### src/hw/rtl/bfcld_pkg.sv
// Package for the byte FIFO command deframer: word structs, status and action codes,
// and the packet length lookup. It depends on nothing else.
package bfcld_pkg;

  localparam int unsigned DEPTH_DEF = 4096;
  localparam int unsigned PROG_W    = 12;
  localparam int unsigned LEN_W     = 12;

  // Command codes
  localparam logic CMD_PUSH = 1'b0;
  localparam logic CMD_POP  = 1'b1;

  // Result status codes
  typedef enum logic [1:0] {
    ST_STORED     = 2'd0,
    ST_DROPPED    = 2'd1,
    ST_DELIVERED  = 2'd2,
    ST_INCOMPLETE = 2'd3
  } status_t;

  // Packet code bytes
  localparam logic [7:0] CODE_FF = 8'hFF;
  localparam logic [7:0] CODE_AC = 8'hAC;
  localparam logic [7:0] CODE_P  = 8'h70;
  localparam logic [7:0] CODE_A5 = 8'hA5;
  localparam logic [7:0] CODE_A1 = 8'hA1;
  localparam logic [7:0] CODE_AE = 8'hAE;

  // Action the controller orders for the current word
  typedef enum logic [2:0] {
    ACT_NONE  = 3'd0,
    ACT_STORE = 3'd1,
    ACT_DROP  = 3'd2,
    ACT_TAKE  = 3'd3,
    ACT_FIRST = 3'd4,
    ACT_ABORT = 3'd5,
    ACT_WAIT  = 3'd6
  } act_t;

  typedef struct packed {
    logic       cmd;
    logic [7:0] byte_in;
  } in_item_t;

  typedef struct packed {
    status_t             status;
    logic [7:0]          out_byte;
    logic                first_of_packet;
    logic                last_of_packet;
    logic [PROG_W-1:0]   progress;
  } out_item_t;

  // Controller to datapath
  typedef struct packed {
    logic capture;
    act_t act;
  } ctl_cmd_t;

  // Datapath to controller
  typedef struct packed {
    logic cmd;
    logic full;
    logic empty;
    logic releasing;
    logic fits;
  } dp_stat_t;

  // Payload length that follows a packet code byte
  function automatic logic [LEN_W-1:0] payload_len(input logic [7:0] code);
    logic [LEN_W-1:0] len;
    case (code)
      CODE_FF: len = LEN_W'(8);
      CODE_AC: len = LEN_W'(2);
      CODE_P:  len = LEN_W'(20);
      CODE_A5, CODE_A1: len = LEN_W'(2048);
      CODE_AE: len = LEN_W'(6);
      default: len = '0;
    endcase
    return len;
  endfunction

endpackage

### src/hw/rtl/bfcld_ctrl.sv
// Controller for the byte FIFO command deframer: sequences each word and picks the action.
// Depends on bfcld_pkg.
module bfcld_ctrl (
  input  logic                clk,
  input  logic                rst_n,
  input  logic                start,
  input  bfcld_pkg::dp_stat_t stat,
  output bfcld_pkg::ctl_cmd_t cmd,
  output logic                busy,
  output logic                out_strobe
);
  import bfcld_pkg::*;

  typedef enum logic [1:0] {
    S_IDLE = 2'b01,
    S_EXEC = 2'b10
  } state_t;

  state_t state_r, state_nxt;
  logic   strobe_r;
  act_t   act;

  assign busy       = (state_r != S_IDLE);
  assign out_strobe = strobe_r;

  // Pick the action from the held word and buffer status
  always_comb begin
    act = ACT_NONE;
    if (state_r == S_EXEC) begin
      if (stat.cmd == CMD_PUSH) begin
        act = stat.full ? ACT_DROP : ACT_STORE;
      end else if (stat.releasing) begin
        act = stat.empty ? ACT_ABORT : ACT_TAKE;
      end else if (stat.empty || !stat.fits) begin
        act = ACT_WAIT;
      end else begin
        act = ACT_FIRST;
      end
    end
  end

  // Advance state
  always_comb begin
    state_nxt = state_r;
    unique case (state_r)
      S_IDLE: if (start) state_nxt = S_EXEC;
      S_EXEC: state_nxt = S_IDLE;
      default: state_nxt = S_IDLE;
    endcase
  end

  assign cmd.capture = start && !busy;
  assign cmd.act     = act;

  always_ff @(posedge clk) begin
    if (!rst_n) begin
      state_r  <= S_IDLE;
      strobe_r <= 1'b0;
    end else begin
      state_r  <= state_nxt;
      strobe_r <= (state_r == S_EXEC);
    end
  end

endmodule

### config.mk
export PLATFORM = sky130hd
export DESIGN_NAME = bfcld_ctrl
export DESIGN_NICKNAME = d
export VERILOG_FILES = /design/src/hw/rtl/bfcld_pkg.sv /design/src/hw/rtl/bfcld_ctrl.sv
export SDC_FILE = /design/constraint.sdc
export NUM_CORES = 1
export LEC_CHECK = 0
export BUFFER_PORTS_ARGS = -buffer_cell sky130_fd_sc_hd__buf_2
export CELL_PAD_IN_SITES_DETAIL_PLACEMENT = 1
export CELL_PAD_IN_SITES_GLOBAL_PLACEMENT = 1
export CORE_AREA = 4 4 41 43
export CTS_CLUSTER_SIZE = 24
export DETAILED_ROUTE_END_ITERATION = 8
export DIE_AREA = 0 0 45 47
export GPL_TIMING_DRIVEN = 0
export PLACE_DENSITY = 0.5
export REMOVE_ABC_BUFFERS = 1
export SLEW_MARGIN = 15
export SYNTH_ARGS = -nofsm -noshare
export SYNTH_HDL_FRONTEND = slang
export SYNTH_SLANG_ARGS = --single-unit
### constraint.sdc
create_clock -name clk -period 1.1 [get_ports clk]
set_input_delay 0.275 -clock clk [delete_from_list [all_inputs] [get_ports clk]]
set_output_delay 0.275 -clock clk [all_outputs]
set_load 0.02 [all_outputs]
== Word-level counts from Yosys, hierarchy flattened ==
Index checks and enable logic that the tools add are counted.

* Bits in registers: 3
* Latch bits: 0
* Memory bits (writable): 0
* Bits in read-only memories: 0
* Bits of input ports: 8
* Output and inout bits: 6
* Logic and storage cells: 16
* Memories: 0

* $add $sub $neg: 0
* $mul: 0
* Div/mod/pow operators: 0
* Order comparisons: 0
* Equality and inequality tests: 3
* Shifts and indexed selects: 0
* Multiplexer cells: 6
* Bitwise logic cells: 0
* Reduce and logical (&&, ||, !) cells: 5

{| class="wikitable"
|+ Operators with widths
! kind !! count
|-
| two-way mux 3 bit || 4
|-
| two-way mux 2 bit || 2
|-
| == test 2 x 1 -> 1 bit, second input constant || 1
|-
| == test 2 bit, second input constant || 1
|-
| logical NOT 1 bit || 2
|-
| inequality test 2 x 1 -> 1 bit, second input constant || 1
|-
| AND reduction 2 bit || 1
|-
| logical AND 1 bit || 1
|-
| logical OR 1 bit || 1
|}

== Logic depth before layout (Yosys ltp) ==
* Depth after elaboration: 6
* Mapped depth: 2
* Depth with buffers taken out: 2

== Least setup slack after synthesis ==
OpenSTA, ideal clock, no wires.

* Kind: reg-to-output
* Start point: register state_r[0]
* End point: output cmd[2] (netlist name)
* Arrival time: 0.969 ns
* Required time: 0.825 ns
* Setup slack: -0.144 ns
* Stages on the path, launching flop included: 3
* Path buffers: 0
* Cells stage by stage: dfxtp_1 nand2b_4 nor3b_1

{| class="wikitable"
|+ RTL lines
! item !! RTL line !! text
|-
| from (decl) || bfcld_ctrl.sv:19 || <nowiki>state_t state_r, state_nxt;</nowiki>
|-
| from (signal assigned) || bfcld_ctrl.sv:60 || <nowiki>state_r <= state_nxt;</nowiki>
|-
| to (decl) || bfcld_ctrl.sv:8 || <nowiki>output bfcld_pkg::ctl_cmd_t cmd,</nowiki>
|}

==> summary.txt <==
Outcome
  – Outcome: complete, but fails checks
  – Failing checks: negative setup slack

Synth
  – Register bit total from synthesis: 3
  – Seq/Total Area, Yosys: 34.3%
  – Ys Warns: 0
  – Yosys top cell by area: dfxtp_1
  – Post-synth top area share: between 30 and 40%
  – Post-synthesis cell type count: 15
  – Synthesized cell area: between 150 and 200 um2
  – Most common cell in the netlist: dfxtp_1
  – Synth Flop Type: dfxtp_1
  – Top post-synthesis cells by count: 3 x dfxtp_1, 2 x nor2_1, 2 x nor2b_1
  – Post-synth EDFFs: 0
  – Syn Inst Count: 19
  – Syn Area/Cell: 9.22 um2
  – Top post-synthesis cells by area: dfxtp_1 34%, nand2b_4 7.9%, and4bb_1 7.1%, nor2b_1 7.1%, nor4_2 7.1%
  – Share of flip-flops with an asynchronous set or reset: 0%

Timing
  – Setup Skew: between 4 and 5 ps
  – Endpoints failing setup: 5
  – Achievable Freq: 775 MHz
  – Period utilisation layout: 117%
  – Setup slack after layout: -190 ps
  – Final hold violation count: 0
  – Unrepaired setup endpoints after global routing: yes
  – Final Critical Period: around 1300 ps
  – Worst slew margin: approximately nine tenths
  – Max Slew Vio Count: 0
  – Tightest Pin Transition: 170 ps

Layout
  – ANT cells: 0
  – Fin area: 343 um2
  – Syn-to-layout area delta: 95.7%
  – Final nets: 48
  – Fraction of layout cells with a size suffix above 1: between 60% and 70%
  – Fillers: 159
  – Finished Core Util: 26.3%
  – Fin cells: 54

Die
  – IO Pins: 14
  – Initial Utilization: a little over an eighth
  – Die Ht: roughly 47 um
  – Rows: 13
  – Core Box Area: 0.00130 mm2
  – Die width: 45 um
  – Die area: 0.00212 mm2

Clock network
  – Clock Pin Slew Worst Setup and Hold Paths: 30 ps
  – Skew-Pair Late Insertion Delay: 230 ps
  – CTS tree: built
  – Hold_buf cts: 0
  – Htree depth: 1
  – Clock buffer count from CTS: 3
  – Clock Path Buffers: 2
  – CTS root buffer: clkbuf_4
  – CTS Sinks: 3

Drt
  – DRT iter0 DRCs: 2
  – DRC: 0
  – Final wirelength: 576 um
  – Routed Antenna Nets: 0
  – WL/cell: 10.7 um
  – Vias/cell: 4.02
  – Via Count: 217
  – Drt pass-1 iters: 2

GRT
  – First-pass GRT wire length: 903 um
  – GRT Overall Usage: 6.70%
  – Antenna violations before repair: 0
  – Total gr overflow: 0
  – Vias in the first global route: about 220
  – Pin count of the biggest net entering global routing: 7

Setup path
  – Crit path kind: reg -> out
  – CP max FO: 4
  – Slowest cell on crit path: dfxtp_2
  – Crit-path cells: nand2b_4 > nor4_2 > buf_2
  – Crit-path max cell delay: 310 ps
  – Critical path startpoint category: flop
  – Critical path required time: 820 ps
  – WP data arrival: slightly above 1000 ps
  – Worst Setup End Kind: primary output

Placement
  – PortBufs: 13
  – Setup slack at placement: -178 ps
  – Gpl congestion: 0.771
  – Placed instance count: 47
  – Dpl cell area: 259 um2
  – Post-DP HPWL: 434 um

Power and ir drop
  – Lkg Pwr: around 0.18 nW
  – Power Dens Cells: roughly 1200 mW/mm2
  – Peak supply drop: 0.614 mV

Run
  – Max cap viols: 0

Hold path
  – Tightest Hold Check Type: in -> reg
==> power breakdown <==
part	switching [mW]	total [mW]	internal, mW
clock	0.0538	0.189	0.136
sequential	0.00444	0.120	0.116
combinational	0.0377	0.0856	0.0479
total	0.0959	0.395	0.299
==> metrics by stage <==
step                      hold slack, ps  power, mW  TNS (ps)
final                                224      0.395      -652
after detailed placement             470      0.182      -306
after CTS                            219      0.400      -726
after floorplan                      337      0.154      -402
after global routing                 228      0.427      -969
after global placement               459      0.180      -278
==> critical path: cells and delay by family, from the launching register on <==
kind | cells | cell delay [ps]
AND/OR/NAND/NOR | 2 | 280
buffers and inverters | 1 | 200
flip-flops | 1 | 310
==> timing repair <==
item,4_1_cts,5_1_grt
resized for setup,11,1
setup buffers,2,1
endpoints found under the setup margin,5,5
endpoints found under the hold margin,0,0
pin swaps,2,0
==> final cells by class <==
cell class	instances	area (um2)	share of cell area [%]
timing repair buffer	16	105	30.7
clock buffer	4	26.3	7.66
inverter	1	3.75	1.09
sequential	3	62.6	18.2
tap	15	18.8	5.47
multi-input combinational	15	126	36.9
==> worst paths after layout <==
kind | startpoint | end | slack, ps | depth (start not counted)
max reg2reg | state_r[1] | state_r[1] | 20 | 4
max | state_r[0] | cmd[1] | -190 | 3
min reg2reg | state_r[1] | out_strobe | 600 | 3
min | rst_n | state_r[0] | 220 | 2
==> per-layer routing <==
metal | track usage, % | vias to the layer above | routed length (um) | part of all wire [%]
li1 | - | 104 | - | -
met4 | 8.77 | 0 | 22 | 3.8
met2 | 9.89 | 16 | 252 | 44
met1 | 5.87 | 95 | 205 | 36
met5 | 0 | - | 0 | 0
met3 | 3.45 | 2 | 95 | 16
==> cells in the final DEF (no fill, tap or decap), types with 2 or more instances in the layout <==
cell type	Yosys	routed
clkbuf_4	0	3
nor2_1	2	2
buf_6	0	2
dfxtp_2	0	2
nor2b_1	2	2
buf_4	0	5
buf_2	0	9
==> kinds of logic after synthesis <==
logic type | Yosys count | share of synthesized area, %
buf+inv | 1 | 2.14
simple gates | 15 | 63.6
flops | 3 | 34.3
==> flip-flops by register name, indices dropped and copies added (netlist names) <==
register	count
state_r	2
out_strobe	1
(Power assumes the default switching activity.)
